File: src/rtl/ata_pkg.sv
// ----------------------------------------------------------------------------
// ata_pkg: shared types, constants and angle table for the tilt angle core
// Item formats between front end, queue and back end, and the CORDIC angles.
// ----------------------------------------------------------------------------
package ata_pkg;

  localparam int DEFAULT_CORDIC_STEPS = 16;
  localparam int TABLE_LEN   = 24;
  localparam int SQ_W        = 48;   // radicand: (a^2+b^2) << 16
  localparam int ROOT_W      = 24;   // floor sqrt of radicand
  localparam int MAG_W       = 24;   // operand magnitude, 8 fraction bits
  localparam int CX_W        = 34;   // CORDIC x/y, signed, with growth
  localparam int ZW          = 28;   // angle accumulator, signed
  localparam int ANGLE_SHIFT = 16;
  localparam int RIGHT_ANGLE = 900;

  localparam logic [1:0] OP_ANGLE_Z = 2'd0;
  localparam logic [1:0] OP_ANGLE_X = 2'd1;
  localparam logic [1:0] OP_ANGLE_Y = 2'd2;

  typedef enum logic [2:0] {
    K_CORDIC,
    K_ZERO,
    K_DEGEN,
    K_POS90,
    K_NEG90
  } kind_t;

  typedef struct packed {
    kind_t       kind;
    logic        neg;          // numerator and denominator differ in sign
    logic        sqrt_is_num;  // square root gives the numerator
    logic [15:0] plain;        // magnitude of the plain axis
  } side_t;

  typedef struct packed {
    side_t       side;
    logic [30:0] sq_a;
    logic [30:0] sq_b;
  } entry_t;

  // atan(2^-i) in units of 2^-16 tenth of a degree
  function automatic logic [25:0] atan_rom(input int idx);
    logic [25:0] v;
    case (idx)
      0:  v = 26'd29491200;
      1:  v = 26'd17409672;
      2:  v = 26'd9198793;
      3:  v = 26'd4669451;
      4:  v = 26'd2343786;
      5:  v = 26'd1173036;
      6:  v = 26'd586661;
      7:  v = 26'd293348;
      8:  v = 26'd146676;
      9:  v = 26'd73339;
      10: v = 26'd36669;
      11: v = 26'd18335;
      12: v = 26'd9167;
      13: v = 26'd4584;
      14: v = 26'd2292;
      15: v = 26'd1146;
      16: v = 26'd573;
      17: v = 26'd286;
      18: v = 26'd143;
      19: v = 26'd72;
      20: v = 26'd36;
      21: v = 26'd18;
      22: v = 26'd9;
      23: v = 26'd4;
      default: v = 26'd0;
    endcase
    return v;
  endfunction

endpackage

File: src/rtl/ata_queue.sv
// ----------------------------------------------------------------------------
// ata_queue: two-entry queue between front end and back end
// Push when not full, pop when the back end takes the head.
// ----------------------------------------------------------------------------
module ata_queue (
  input  logic            clk,
  input  logic            rst,
  input  logic            push,
  input  ata_pkg::entry_t push_entry,
  output logic            full,
  input  logic            pop,
  output logic            head_valid,
  output ata_pkg::entry_t head_entry
);
  import ata_pkg::*;

  entry_t     slots [0:1];
  logic       wr_ptr;
  logic       rd_ptr;
  logic [1:0] count;
  logic       do_push;
  logic       do_pop;

  assign full       = count == 2'd2;
  assign head_valid = count != 2'd0;
  assign head_entry = slots[rd_ptr];
  assign do_push    = push && !full;
  assign do_pop     = pop && head_valid;

  always_ff @(posedge clk) begin
    if (rst) begin
      wr_ptr <= 1'b0;
      rd_ptr <= 1'b0;
      count  <= 2'd0;
    end else begin
      if (do_push) wr_ptr <= !wr_ptr;
      if (do_pop)  rd_ptr <= !rd_ptr;
      count <= count + 2'(do_push) - 2'(do_pop);
    end
  end

  always_ff @(posedge clk) begin
    if (do_push) begin
      slots[wr_ptr] <= push_entry;
    end
  end

endmodule

File: config.mk
export PLATFORM = sky130hd
export DESIGN_NAME = ata_queue
export DESIGN_NICKNAME = d
export VERILOG_FILES = /design/src/rtl/ata_pkg.sv /design/src/rtl/ata_queue.sv
export SDC_FILE = /design/constraint.sdc
export NUM_CORES = 1
export LEC_CHECK = 0
export BUFFER_PORTS_ARGS = -buffer_cell sky130_fd_sc_hd__buf_4
export CORE_MARGIN = 4
export CORE_UTILIZATION = 52
export CTS_BUF_LIST = sky130_fd_sc_hd__clkbuf_16
export DETAILED_ROUTE_END_ITERATION = 8
export GPL_ROUTABILITY_DRIVEN = 0
export GPL_TIMING_DRIVEN = 0
export PLACE_DENSITY = 0.87
export RECOVER_POWER = 100
export SLEW_MARGIN = 20
export SYNTH_ARGS = -nofsm -noshare
export SYNTH_HDL_FRONTEND = slang
export SYNTH_SLANG_ARGS = --single-unit
File: constraint.sdc
create_clock -name clk -period 4.3 [get_ports clk]
set_clock_uncertainty 0.15 [all_clocks]
set_input_delay 0 -clock clk [delete_from_list [all_inputs] [get_ports clk]]
set_output_delay 0 -clock clk [all_outputs]
set_load 0.02 [all_outputs]
# After elaboration in Yosys (flattened, before gate mapping)
# Memories as Yosys holds them, arrays and structs flattened. A register that Yosys moved wholly into a read port is not among the register bits.
# Index checks and enable logic that the tools add are counted.
dict set report word_totals {
  register_bits 4
  ram_bits 166
  inputBits 87
  out_inout_bits 85
  elab_cells 17
  n_memories 1
}
dict set report classes {
  addsub 2
  eq_ne 1
  mux 4
  reduce_logical 6
}
# memory words width rd rd_clocked_by_memory_dff wr line
set mem_list {}
lappend mem_list {slots 2 83 1 1 1 ata_queue.sv:17} ;# entry_t slots [0:1];
# operator count
set op_table {}
lappend op_table {{1-bit 2-to-1 mux} 4}
lappend op_table {{1-bit zero test} 3}
lappend op_table {{2-bit by 1-bit adder with 2-bit output} 1}
lappend op_table {{2-bit == test (second input constant)} 1}
lappend op_table {{1-bit logical AND} 2}
lappend op_table {{2-bit nonzero test} 1}
lappend op_table {{2-bit by 1-bit subtractor with 2-bit output} 1}

# Logic depth before layout (Yosys ltp)
dict set report logic_depth {
  depth_word 5
  depth_mapped 8
  depth_no_buf 8
}

# Worst setup path before layout
# No wires, ideal clock.
dict set report synth_path {
  kind {register to register}
  start {reg count[0]}
  end {mem slots[0][0] (netlist bit), enable pin}
  setup_time_ps 437
  arrival_time_ps 2495
  t_required_ps 3713
  path_slack_ps 1218
  path_stages_with_launch 5
  path_buffers 0
  synth_period_minus_slack_ps 3082
  cell_sequence {dfxtp_1 > nand2b_2 > inv_2 > or3_1 > inv_1}
}
dict set report synth_via {
  elab_chain_len 5
}
# item line
set synth_lines {}
lappend synth_lines {{from (decl)} ata_queue.sv:20} ;# logic [1:0] count;
lappend synth_lines {{from (signal assigned)} ata_queue.sv:38} ;# count <= count + 2'(do_push) - 2'(do_pop);
lappend synth_lines {{2-bit == test} ata_queue.sv:24} ;# assign full = count == 2'd2;
lappend synth_lines {{named net full} ata_queue.sv:10} ;# output logic full,
lappend synth_lines {{1-bit zero test} ata_queue.sv:27} ;# assign do_push = push && !full;
lappend synth_lines {{1-bit logical AND} ata_queue.sv:27}
lappend synth_lines {{1-bit 2-to-1 mux} ata_queue.sv:43} ;# if (do_push) begin
lappend synth_lines {{1-bit 2-to-1 mux (implied by the code)} ata_queue.sv:44} ;# slots[wr_ptr] <= push_entry;
lappend synth_lines {{to (decl)} ata_queue.sv:17}
# The timed path passes the listed nets, and every way through them passes these cells.

# Final worst setup path
dict set report layout_path {
  start {reg count[0]}
  end {mem slots[0][78] (netlist bit), enable pin}
}
dict set report layout_via {
  elab_chain_len 5
}
# item line
set layout_lines {}
lappend layout_lines {{2-bit == test} ata_queue.sv:24}
lappend layout_lines {{1-bit zero test} ata_queue.sv:27}
lappend layout_lines {{1-bit logical AND} ata_queue.sv:27}
lappend layout_lines {{1-bit 2-to-1 mux} ata_queue.sv:43}
lappend layout_lines {{1-bit 2-to-1 mux (implied by the code)} ata_queue.sv:44}
# No other way between the ends.

==> flow_summary.json <==
{
  "status": "finished with violations",
  "violations": "max-capacitance violations, max-slew violations",
  "clk_pin_slew_ns": 0.06,
  "synthMuxAreaShare_pct": 14.96,
  "slowest_stage": "clkbuf_2",
  "post_cts_buffers": 0,
  "place.port_buffers": 171,
  "dieArea_mm2": 0.01383,
  "rsz0062_at_grt": "false",
  "maxCapViolations": 1,
  "tightest_slew_ns": 1.978,
  "worstSkewPairLatency_ns": 0.42,
  "synth-compound-area-share_pct": 0.3005,
  "finish.utilization_pct": 75.38,
  "drt_iter0_drc": 211,
  "power_density_mw_per_mm2": 542.8,
  "crit_buf_inv": 3,
  "die_h_um": 117.6,
  "topRoutingLayerUsed": "met4",
  "yosysWarningCount": 0,
  "hold_buffers": 87,
  "synth_most_common_cell": "edfxtp_1",
  "synth-simple-area-share_pct": 0.8013,
  "start_kind": "register",
  "setup_viol": 0,
  "fmax_mhz": 341.3,
  "synth_edf_count": 166,
  "grt_pass1_wl_um": 21930,
  "n_antenna_cell": 0,
  "synth_xor_area_share_pct": 0.4207,
  "nNetsFinal": 652,
  "cp_max_fo": 45,
  "synth_fa_ha_area_share_pct": 0.4006,
  "ys_top_cells_by_count": "edfxtp_1 (166), mux2_1 (83), buf_6 (7), dfxtp_1 (5)",
  "fin_crit_sh_pct": 68.14,
  "tns_ns": 0,
  "netlist_area_mm2": 0.006246,
  "grt_usage_pct": 20.60,
  "syn_area_per_cell_um2": 21.99,
  "via_per_inst": 5.036,
  "ir_drop_v": 0.0003755,
  "drive_above_1_share_pct": 17.57,
  "cts_buffers": 17,
  "min_path_type": "input port to register",
  "yosysSeqAreaShare_pct": 81.41,
  "synth_area_leaders": "edfxtp_1 (80%), mux2_1 (15%), dfxtp_1 (1.6%), buf_6 (1.3%), ha_1 (0.40%)",
  "drc_errors": 0,
  "post-route-min-period_ns": 2.930,
  "core_area_mm2": 0.01156,
  "ios": 172,
  "ys_types": 21,
  "vias": 3616,
  "root_buffer": "clkbuf_16",
  "grt_max_degree": 46,
  "die_w_um": 117.6,
  "end_kind": "register",
  "htreeDepth": 4,
  "yosys_register_bits": 171,
  "post_cts_resized": 0,
  "row_count": 39,
  "dp_hpwl_um": 7760,
  "area_delta_synth_final_pct": 39.56,
  "grt_pass1_vias": 4083,
  "first_pass_iters": 6,
  "required_ns": 4.17,
  "synth_nets": 373,
  "slowest_delay_ns": 0.99,
  "yosysTopAreaCellShare_pct": 79.81,
  "place_inst": 600,
  "wl_per_cell_um": 19.15,
  "initial_core_util_pct": 54.01,
  "route.met3.wl_um": 780,
  "fillers": 718,
  "antenna_found_initial": 0,
  "cts_tree": "built",
  "grt-ovfl-total": 0,
  "path_class": "register to register",
  "synth_top_family_by_area": "multiplexers",
  "slew_headroom_pct": -31.85,
  "cp.arrival_ns": 2.80,
  "crit_family": "buffers and inverters",
  "wl_met2_um": 7370,
  "postRouteWirelength_um": 13750,
  "detail-route-antenna-nets": 0,
  "drt-met1-wl_um": 5298,
  "ys_async_sr_fraction_pct": 0,
  "hold_viol": 0,
  "instances_no_fill": 718,
  "clock-sinks": 171,
  "yosysTopAreaCell": "edfxtp_1",
  "synth_ff_type": "edfxtp_1",
  "synth_cells": 284,
  "leakage_uw": 0.003112,
  "cts_buffer_depth": 2,
  "critical_path.cell_chain": "nand2b_2 -> inv_1 -> or3_1 -> inv_4 -> clkbuf_2",
  "drv_slew": 41
}
==> through the flow <==
step | hold WS, ns | setup WS (ns) | cell area (um^2) | total power (uW)
after floorplan | -0.08093 | 1.218 | 6246 | 2937
after global placement | 0.03479 | 0.4382 | 7709 | 3478
after detailed placement | 0.03747 | 2.096 | 7762 | 3518
after CTS | 0.1403 | 2.087 | 9174 | 4980
after global routing | 0.1594 | 1.150 | 8717 | 4950
final | 0.1813 | 1.370 | 8717 | 4732
==> worst paths after layout <==
kind | from | to | slack (ns) | cells after the start
worst min register to register | rd_ptr | register | 0.46 | 2
worst max-delay path | count[0] | slots[0][78] | 1.37 | 5
worst max register to register | count[0] | slots[0][78] | 1.37 | 5
worst min-delay path | push_entry[42] | slots[0][42] | 0.18 | 2
==> power by group <==
part | total (uW) | internal (uW) | leakage [uW] | switching [uW]
sequential | 2130 | 2070 | 0.00159 | 55.5
clock | 1410 | 831 | 0.000270 | 577
combinational | 1190 | 421 | 0.00125 | 773
total | 4730 | 3330 | 0.00311 | 1410
==> routing by layer <==
| layer | vias up | GRT usage [%] |
|---|---|---|
| met5 | - | 0 |
| met4 | 0 | 7.766 |
| met3 | 21 | 6.199 |
| met2 | 132 | 36.81 |
| met1 | 1780 | 23.31 |
| li1 | 1683 | - |
==> layout make-up <==
cell class              count  area [um^2]  area share [%]
repair buffers            260         1808           20.74
clock buffers              17        425.4           4.880
inverters                   4        17.52          0.2009
plain buffers               9        33.78          0.3875
multi-input cells         100         1054           12.09
flip-flops and latches    171         5085           58.33
clock inverters            14        115.1           1.321
well taps                 143        178.9           2.053
==> state kept, by name, indices dropped and copies added, names as in the netlist, named ones only <==
register  flops
count         2
slots       166
rd_ptr        1
wr_ptr        1
==> logic make-up after synthesis <==
group | count (synthesis)
and+or+nand+nor | 9
buffers and inverters | 13
AOI/OAI and AO/OA | 3
xor gates and xnor gates | 3
muxes | 83
adders and majority gates | 2
DFF | 171
==> placed cells by master (no fill, tap or decap) <==
cell,synthesis,layout
or2_2,1,1
buf_4,1,12
a21oi_1,1,1
ha_1,2,2
dlygate4sd3_1,0,87
buf_12,0,1
nor2_1,3,3
bufinv_16,0,2
clkbuf_1,0,108
dfxtp_1,5,5
nand2b_2,1,1
nor2b_1,1,1
and3_1,0,1
o21ai_0,1,1
o21a_2,1,1
or3_1,1,1
mux2_1,83,83
edfxtp_1,166,166
inv_4,0,1
inv_1,3,6
clkbuf_16,0,17
xor2_1,1,1
clkbuf_4,0,60
clkinv_2,0,2
clkbuf_2,0,1
nand2_1,1,1
clkinv_1,0,5
xnor2_1,2,2
clkinvlp_4,0,2
No activity file was read; power rests on OpenSTA's default activity.
