File: src/rtl/ata_pkg.sv
// ----------------------------------------------------------------------------
// ata_pkg: shared types, constants and angle table for the tilt angle core
// Item formats between front end, queue and back end, and the CORDIC angles.
// ----------------------------------------------------------------------------
package ata_pkg;

  localparam int DEFAULT_CORDIC_STEPS = 16;
  localparam int TABLE_LEN   = 24;
  localparam int SQ_W        = 48;   // radicand: (a^2+b^2) << 16
  localparam int ROOT_W      = 24;   // floor sqrt of radicand
  localparam int MAG_W       = 24;   // operand magnitude, 8 fraction bits
  localparam int CX_W        = 34;   // CORDIC x/y, signed, with growth
  localparam int ZW          = 28;   // angle accumulator, signed
  localparam int ANGLE_SHIFT = 16;
  localparam int RIGHT_ANGLE = 900;

  localparam logic [1:0] OP_ANGLE_Z = 2'd0;
  localparam logic [1:0] OP_ANGLE_X = 2'd1;
  localparam logic [1:0] OP_ANGLE_Y = 2'd2;

  typedef enum logic [2:0] {
    K_CORDIC,
    K_ZERO,
    K_DEGEN,
    K_POS90,
    K_NEG90
  } kind_t;

  typedef struct packed {
    kind_t       kind;
    logic        neg;          // numerator and denominator differ in sign
    logic        sqrt_is_num;  // square root gives the numerator
    logic [15:0] plain;        // magnitude of the plain axis
  } side_t;

  typedef struct packed {
    side_t       side;
    logic [30:0] sq_a;
    logic [30:0] sq_b;
  } entry_t;

  // atan(2^-i) in units of 2^-16 tenth of a degree
  function automatic logic [25:0] atan_rom(input int idx);
    logic [25:0] v;
    case (idx)
      0:  v = 26'd29491200;
      1:  v = 26'd17409672;
      2:  v = 26'd9198793;
      3:  v = 26'd4669451;
      4:  v = 26'd2343786;
      5:  v = 26'd1173036;
      6:  v = 26'd586661;
      7:  v = 26'd293348;
      8:  v = 26'd146676;
      9:  v = 26'd73339;
      10: v = 26'd36669;
      11: v = 26'd18335;
      12: v = 26'd9167;
      13: v = 26'd4584;
      14: v = 26'd2292;
      15: v = 26'd1146;
      16: v = 26'd573;
      17: v = 26'd286;
      18: v = 26'd143;
      19: v = 26'd72;
      20: v = 26'd36;
      21: v = 26'd18;
      22: v = 26'd9;
      23: v = 26'd4;
      default: v = 26'd0;
    endcase
    return v;
  endfunction

endpackage

File: src/rtl/ata_front.sv
// ----------------------------------------------------------------------------
// ata_front: sample intake and classification
// Picks numerator/denominator roles, flags special cases, squares the pair.
// ----------------------------------------------------------------------------
module ata_front (
  input  logic                 clk,
  input  logic                 rst,
  input  logic                 start,
  output logic                 busy,
  input  logic signed [15:0]   accel_x,
  input  logic signed [15:0]   accel_y,
  input  logic signed [15:0]   accel_z,
  input  logic [1:0]           operation,
  output logic                 out_valid,
  output ata_pkg::entry_t      out_entry,
  input  logic                 out_full
);
  import ata_pkg::*;

  logic               valid;
  entry_t             entry;
  entry_t             entry_next;
  logic signed [15:0] sa;
  logic signed [15:0] sb;
  logic signed [15:0] sp;
  logic signed [16:0] sp_neg;
  logic signed [31:0] pa;
  logic signed [31:0] pb;

  assign busy      = valid && out_full;
  assign out_valid = valid;
  assign out_entry = entry;

  always_comb begin
    sa = accel_x;
    sb = accel_y;
    sp = accel_z;
    entry_next.side.kind        = K_ZERO;
    entry_next.side.neg         = 1'b0;
    entry_next.side.sqrt_is_num = 1'b1;
    case (operation)
      OP_ANGLE_Z: begin
        sa = accel_x;
        sb = accel_y;
        sp = accel_z;
        entry_next.side.sqrt_is_num = 1'b1;
        entry_next.side.neg         = accel_z < 0;
        if (accel_x == 0 && accel_y == 0)
          entry_next.side.kind = (accel_z == 0) ? K_DEGEN : K_ZERO;
        else if (accel_z == 0)
          entry_next.side.kind = K_POS90;
        else
          entry_next.side.kind = K_CORDIC;
      end
      OP_ANGLE_X: begin
        sa = accel_y;
        sb = accel_z;
        sp = accel_x;
        entry_next.side.sqrt_is_num = 1'b0;
        entry_next.side.neg         = accel_x < 0;
        if (accel_y == 0 && accel_z == 0)
          entry_next.side.kind = (accel_x == 0) ? K_DEGEN
                               : ((accel_x > 0) ? K_POS90 : K_NEG90);
        else if (accel_x == 0)
          entry_next.side.kind = K_ZERO;
        else
          entry_next.side.kind = K_CORDIC;
      end
      OP_ANGLE_Y: begin
        sa = accel_x;
        sb = accel_z;
        sp = accel_y;
        entry_next.side.sqrt_is_num = 1'b0;
        entry_next.side.neg         = accel_y < 0;
        if (accel_x == 0 && accel_z == 0)
          entry_next.side.kind = (accel_y == 0) ? K_DEGEN
                               : ((accel_y > 0) ? K_POS90 : K_NEG90);
        else if (accel_y == 0)
          entry_next.side.kind = K_ZERO;
        else
          entry_next.side.kind = K_CORDIC;
      end
      default: begin
        entry_next.side.kind = K_ZERO;
      end
    endcase
    sp_neg = -{sp[15], sp};
    entry_next.side.plain = sp[15] ? sp_neg[15:0] : sp;
    pa = sa * sa;
    pb = sb * sb;
    entry_next.sq_a = pa[30:0];
    entry_next.sq_b = pb[30:0];
  end

  always_ff @(posedge clk) begin
    if (rst) begin
      valid <= 1'b0;
    end else if (start && !busy) begin
      valid <= 1'b1;
    end else if (!out_full) begin
      valid <= 1'b0;
    end
  end

  always_ff @(posedge clk) begin
    if (start && !busy) begin
      entry <= entry_next;
    end
  end

endmodule

File: config.mk
export PLATFORM = sky130hd
export DESIGN_NAME = ata_front
export DESIGN_NICKNAME = d
export VERILOG_FILES = /design/src/rtl/ata_pkg.sv /design/src/rtl/ata_front.sv
export SDC_FILE = /design/constraint.sdc
export NUM_CORES = 1
export LEC_CHECK = 0
export ABC_AREA = 1
export BUFFER_PORTS_ARGS = -buffer_cell sky130_fd_sc_hd__buf_2
export CAP_MARGIN = 40
export CORE_ASPECT_RATIO = 0.75
export CORE_MARGIN = 2
export CORE_UTILIZATION = 64
export CTS_CLUSTER_SIZE = 25
export DETAILED_ROUTE_END_ITERATION = 7
export GPL_ROUTABILITY_DRIVEN = 0
export PLACE_DENSITY_LB_ADDON = 0.3
export SLEW_MARGIN = 15
export SYNTH_ARGS = -nofsm -noshare
export SYNTH_HDL_FRONTEND = slang
export SYNTH_SLANG_ARGS = --single-unit
export TNS_END_PERCENT = 1
File: constraint.sdc
create_clock -name clk -period 8.7 [get_ports clk]
set_clock_uncertainty 0.2 [all_clocks]
set_input_delay 0.435 -clock clk [delete_from_list [all_inputs] [get_ports clk]]
set_output_delay 0.435 -clock clk [all_outputs]
set_load 0.02 [all_outputs]
* Word-level counts from Yosys, hierarchy flattened
Cells that the tools add are included.
Widths: inputs -> output; s select.
** Operators by class
- Reduce and logical (&&, ||, !) cells :: 11
- Add/subtract/negate cells :: 1
- Multipliers :: 2
- $lt $le $gt $ge :: 5
- Eq/ne operators :: 3
- Mux-type cells :: 19
** Operator list (count)
- $logic_not 32->1 :: 3
- $mul 16x16->31 :: 2
- $lt 16x1->1 const B :: 3
- $gt 16x1->1 const B :: 2
- $mux 16 :: 2
- $pmux 16 s2 :: 1
- $mux 3 :: 7
- $neg 16->16 :: 1
- $mux 15 :: 1
- $pmux 3 s3 :: 1
- $pmux 2 s3 :: 1
- $logic_and 1x1->1 :: 5
- $mux 1 :: 4
- $mux 2 :: 2
- $eq 2x1->1 const B :: 1
- $eq 2x2->1 const B :: 1
- $logic_not 2->1 :: 1
- $ne 2x1->1 const B :: 1
- $reduce_or 2->1 :: 1
- $logic_not 1->1 :: 1
** Storage, ports and cells
- Logic and storage cells :: 49
- Output and inout bits :: 85
- Flip-flop bits (word level) :: 84
- Input port bits :: 54

* Depth between registers and ports, before layout
- Depth after elaboration :: 5
- Gate-level depth with buffers :: 33
- Depth with buffers taken out :: 30

* Least setup slack after synthesis
Ideal clock, no wire load.
- Path type :: in2reg
- Start :: input port operation[0]
- End :: register entry (netlist bit out_entry[24]), data pin
- Required time :: 8.247 ns
- Setup slack :: 1.907 ns
- Stages on the path :: 26
- Arrival :: 6.340 ns
- Path buffers :: 3
- Library setup time :: 0.253 ns
- Cell sequence :: inv_1 ha_1 buf_6 buf_12 nand2_1 o21ai_4 inv_2 buf_2 nor2_1 fa_1 inv_1 fa_1 inv_1 fa_1 fa_1 fa_1 fa_1 ha_1 nand2_1 nor2_1 inv_1 nor2_2 nand3_1 or2_1 nand4_1 nand2_1
** RTL lines
- from (decl) :: line ata_front.sv:13 : input logic [1:0] operation,
- to (signal assigned) :: line ata_front.sv:107 : entry <= entry_next;
- to (decl) :: line ata_front.sv:21 : entry_t entry;

==> impl_metrics.csv <==
group,metric,value,unit
cts,cts_resized,0,
min_path,min_from,"out_full",
global_route,grt_overflow,0,
global_route,grt_pass1_vias,19000,
die,num_rows,59,
worst_setup_path,cp_num_cells,25,
yosys,synth_area,22500,um2
die,start_util,0.649,
min_path,hold_depth,3,
global_route,grt_pass1_wl,97.4,mm
timing,max_freq,0.126,GHz
yosys,yosysSeqAreaShare,0.109,
detailed_routing,drt-initial-drc-count,2332,
yosys,muxShareOfSynthArea,0.000501,
timing,period_minus_slack,7.96,ns
timing,maxSlewHeadroom,0.498,
placement,io_buffer_count,136,
worst_setup_path,critPathTopFamily,"adder cells",
worst_setup_path,crit_arrival,7.90,ns
worst_setup_path,worstPathRequired,8.64,ns
timing,hold_violations,0,
yosys,synth_top_family_by_area,"adder cells",
cts,clk_pin_slew,0.06,ns
placement,place_hpwl,50.5,mm
cells_and_area,syn_to_final_growth,6.18,%
cells_and_area,num-nets-final,3459,
cts,clock-sinks,82,
worst_setup_path,regToRegSetupSlack,6.84,ns
global_route,grt_antenna_before_repair,0,
die,core_area,34600,um2
cts,htreeDepth,3,
cts,root_buffer,"clkbuf_16",
timing,fin_crit_sh,0.915,
timing,setup_viol,0,
status,outcome,"complete, no violations",
global_route,grt_max_degree,47,
cells_and_area,diodes,0,
detailed_routing,routedWlPerCell,18.1,um
yosys,synthAdderAreaFrac,0.500,
worst_setup_path,startpoint_type,"input port",
worst_setup_path,crit_buf_inv,8,
worst_setup_path,regToRegEndpoint,"out_entry[55]$_DFFE_PP_",
detailed_routing,drt_wl_total,58.7,mm
yosys,synthDistinctLibCells,46,
cells_and_area,final_cell_mix,"inv_1, fa_1, nand2_1, nor2_1, ha_1",
detailed_routing,firstDrtPassIters,8,
worst_setup_path,critPathCaptureType,"register",
cells_and_area,final_common_cell,"inv_1",
worst_setup_path,slowest_delay,0.64,ns
yosys,ys_ff_latch,82,
cts,cts_buffer_depth,2,
detailed_routing,vias,18100,
timing,slew_violations,0,
die,die_y,166,um
cts,cts-buffers-inserted,9,
detailed_routing,viasPerCell,5.59,
worst_setup_path,r2r_start,"out_valid$_SDFFE_PP0P_",
min_path,hold_end,"out_valid$_SDFFE_PP0P_",
detailed_routing,ant_nets,0,
yosys,syn_area_per_cell,8.45,um2
worst_setup_path,crit_fanout,25,
yosys,yosys.area_share.simple,0.169,
yosys,synth_xor_xnor_area_share,0.0277,
global_route,grt_use_total,0.345,
cells_and_area,layout-drive-gt1-share,0.104,
yosys,synth_compound_area_frac,0.0502,
die,num_io_pins,139,
worst_setup_path,ff2ff_path_depth,5,
die,dieArea,36700,um2
timing,tns,0,ns
min_path,min_path_type,"input port to register",
yosys,postSynthCellCount,2660,
cts,clock_latency,0.38,ns
cts,cts_tree,"yes",
timing,rsz0062_at_grt,"no",
die,die_x,220,um
yosys,synth_warnings,0,
timing,worstMarginPinSlew,0.752,ns
run,timing.max_cap.violations,0,
detailed_routing,drc,0,
worst_setup_path,slowest_stage,"ha_2",
timing,holdWs,0.117,ns
worst_setup_path,critPathKind,"input port to register",
sequential cells by signal (all words and copies together), names as in the netlist:
register / flops
out_valid: 1
out_entry: 81
per-layer routing:
| metal | track usage | vias up | share of wire |
|---|---|---|---|
| met1 | 0.494 | 8805 | 0.40 |
| li1 | - | 8046 | - |
| met5 | 0 | - | 0 |
| met4 | 0.0797 | 0 | 0.021 |
| met3 | 0.119 | 140 | 0.14 |
| met2 | 0.510 | 1139 | 0.43 |
cell families after synthesis:
kind of cell | after synthesis
compound gates | 176
xor+xnor | 71
fa+ha+maj | 625
buf+inv | 812
flops | 82
mux | 1
other cells | 1
simple gates | 892
through the flow:
| step | setup slack [ns] | instance area (um2) | util | instances |
|---|---|---|---|---|
| after floorplan | 1.91 | 22500 | - | 2661 |
| after global placement | 0.842 | 23500 | 0.679 | 3224 |
| after detailed placement | 0.764 | 23500 | 0.680 | 3225 |
| after CTS | 1.15 | 23900 | 0.690 | 3242 |
| after global routing | 0.641 | 23900 | 0.690 | 3242 |
| final | 0.737 | 23900 | 0.690 | 3242 |
synthesized netlist by cell type (all sizes together):
cell type | n | area [um2]
inv | 771 | 2900
fa | 456 | 9130
nand2 | 452 | 1750
nor2 | 292 | 1200
ha | 169 | 2110
nand3 | 90 | 493
o21ai | 82 | 598
edfxtp | 81 | 2430
a21oi | 73 | 365
xor2 | 49 | 429
buf | 39 | 309
nand4 | 25 | 156
xnor2 | 22 | 193
nor3 | 16 | 90.1
or2 | 12 | 75.1
a21o | 6 | 45.0
o21bai | 5 | 37.5
a31o | 4 | 35.0
a31oi | 2 | 12.5
and2 | 2 | 12.5
clkbuf | 2 | 7.51
nand3b | 2 | 15.0
o21a | 2 | 15.0
conb | 1 | 3.75
dfxtp | 1 | 20.0
mux2 | 1 | 11.3
nor3b | 1 | 7.51
o221ai | 1 | 8.76
o22ai | 1 | 12.5
worst min-delay path: stages:
cell and delay, ns:
buf_2 0.09, nand2_1 0.07, a21oi_1 0.06
timing repair:
item	in CTS	in global routing
hold buffers	1	0
setup endpoints to repair	0	0
hold endpoints to repair	1	0
setup buffers	0	0
cell type report:
class                   instances  area, um2
multi-input cells            1767      16800
fillers                      2665      10700
inverters                     771       2900
flip-flops and latches         82       2450
repair buffers                149        801
well taps                     457        572
clock buffers                   9        225
clock inverters                 7       92.6
worst max path at each step:
| stage | start | to | slack, ns |
|---|---|---|---|
| after floorplan | operation[0] | out_entry[24]$_DFFE_PP_ | 1.91 |
| after global placement | operation[1] | out_entry[26]$_DFFE_PP_ | 0.84 |
| after detailed placement | operation[0] | out_entry[26]$_DFFE_PP_ | 0.76 |
| after CTS | operation[0] | out_entry[26]$_DFFE_PP_ | 1.15 |
| after global routing | operation[0] | out_entry[26]$_DFFE_PP_ | 0.64 |
| final | operation[0] | out_entry[26]$_DFFE_PP_ | 0.74 |
Power is left out: the tool's default activity adds up to more than one toggle a clock period on the data nets, which glitch-free logic cannot reach.
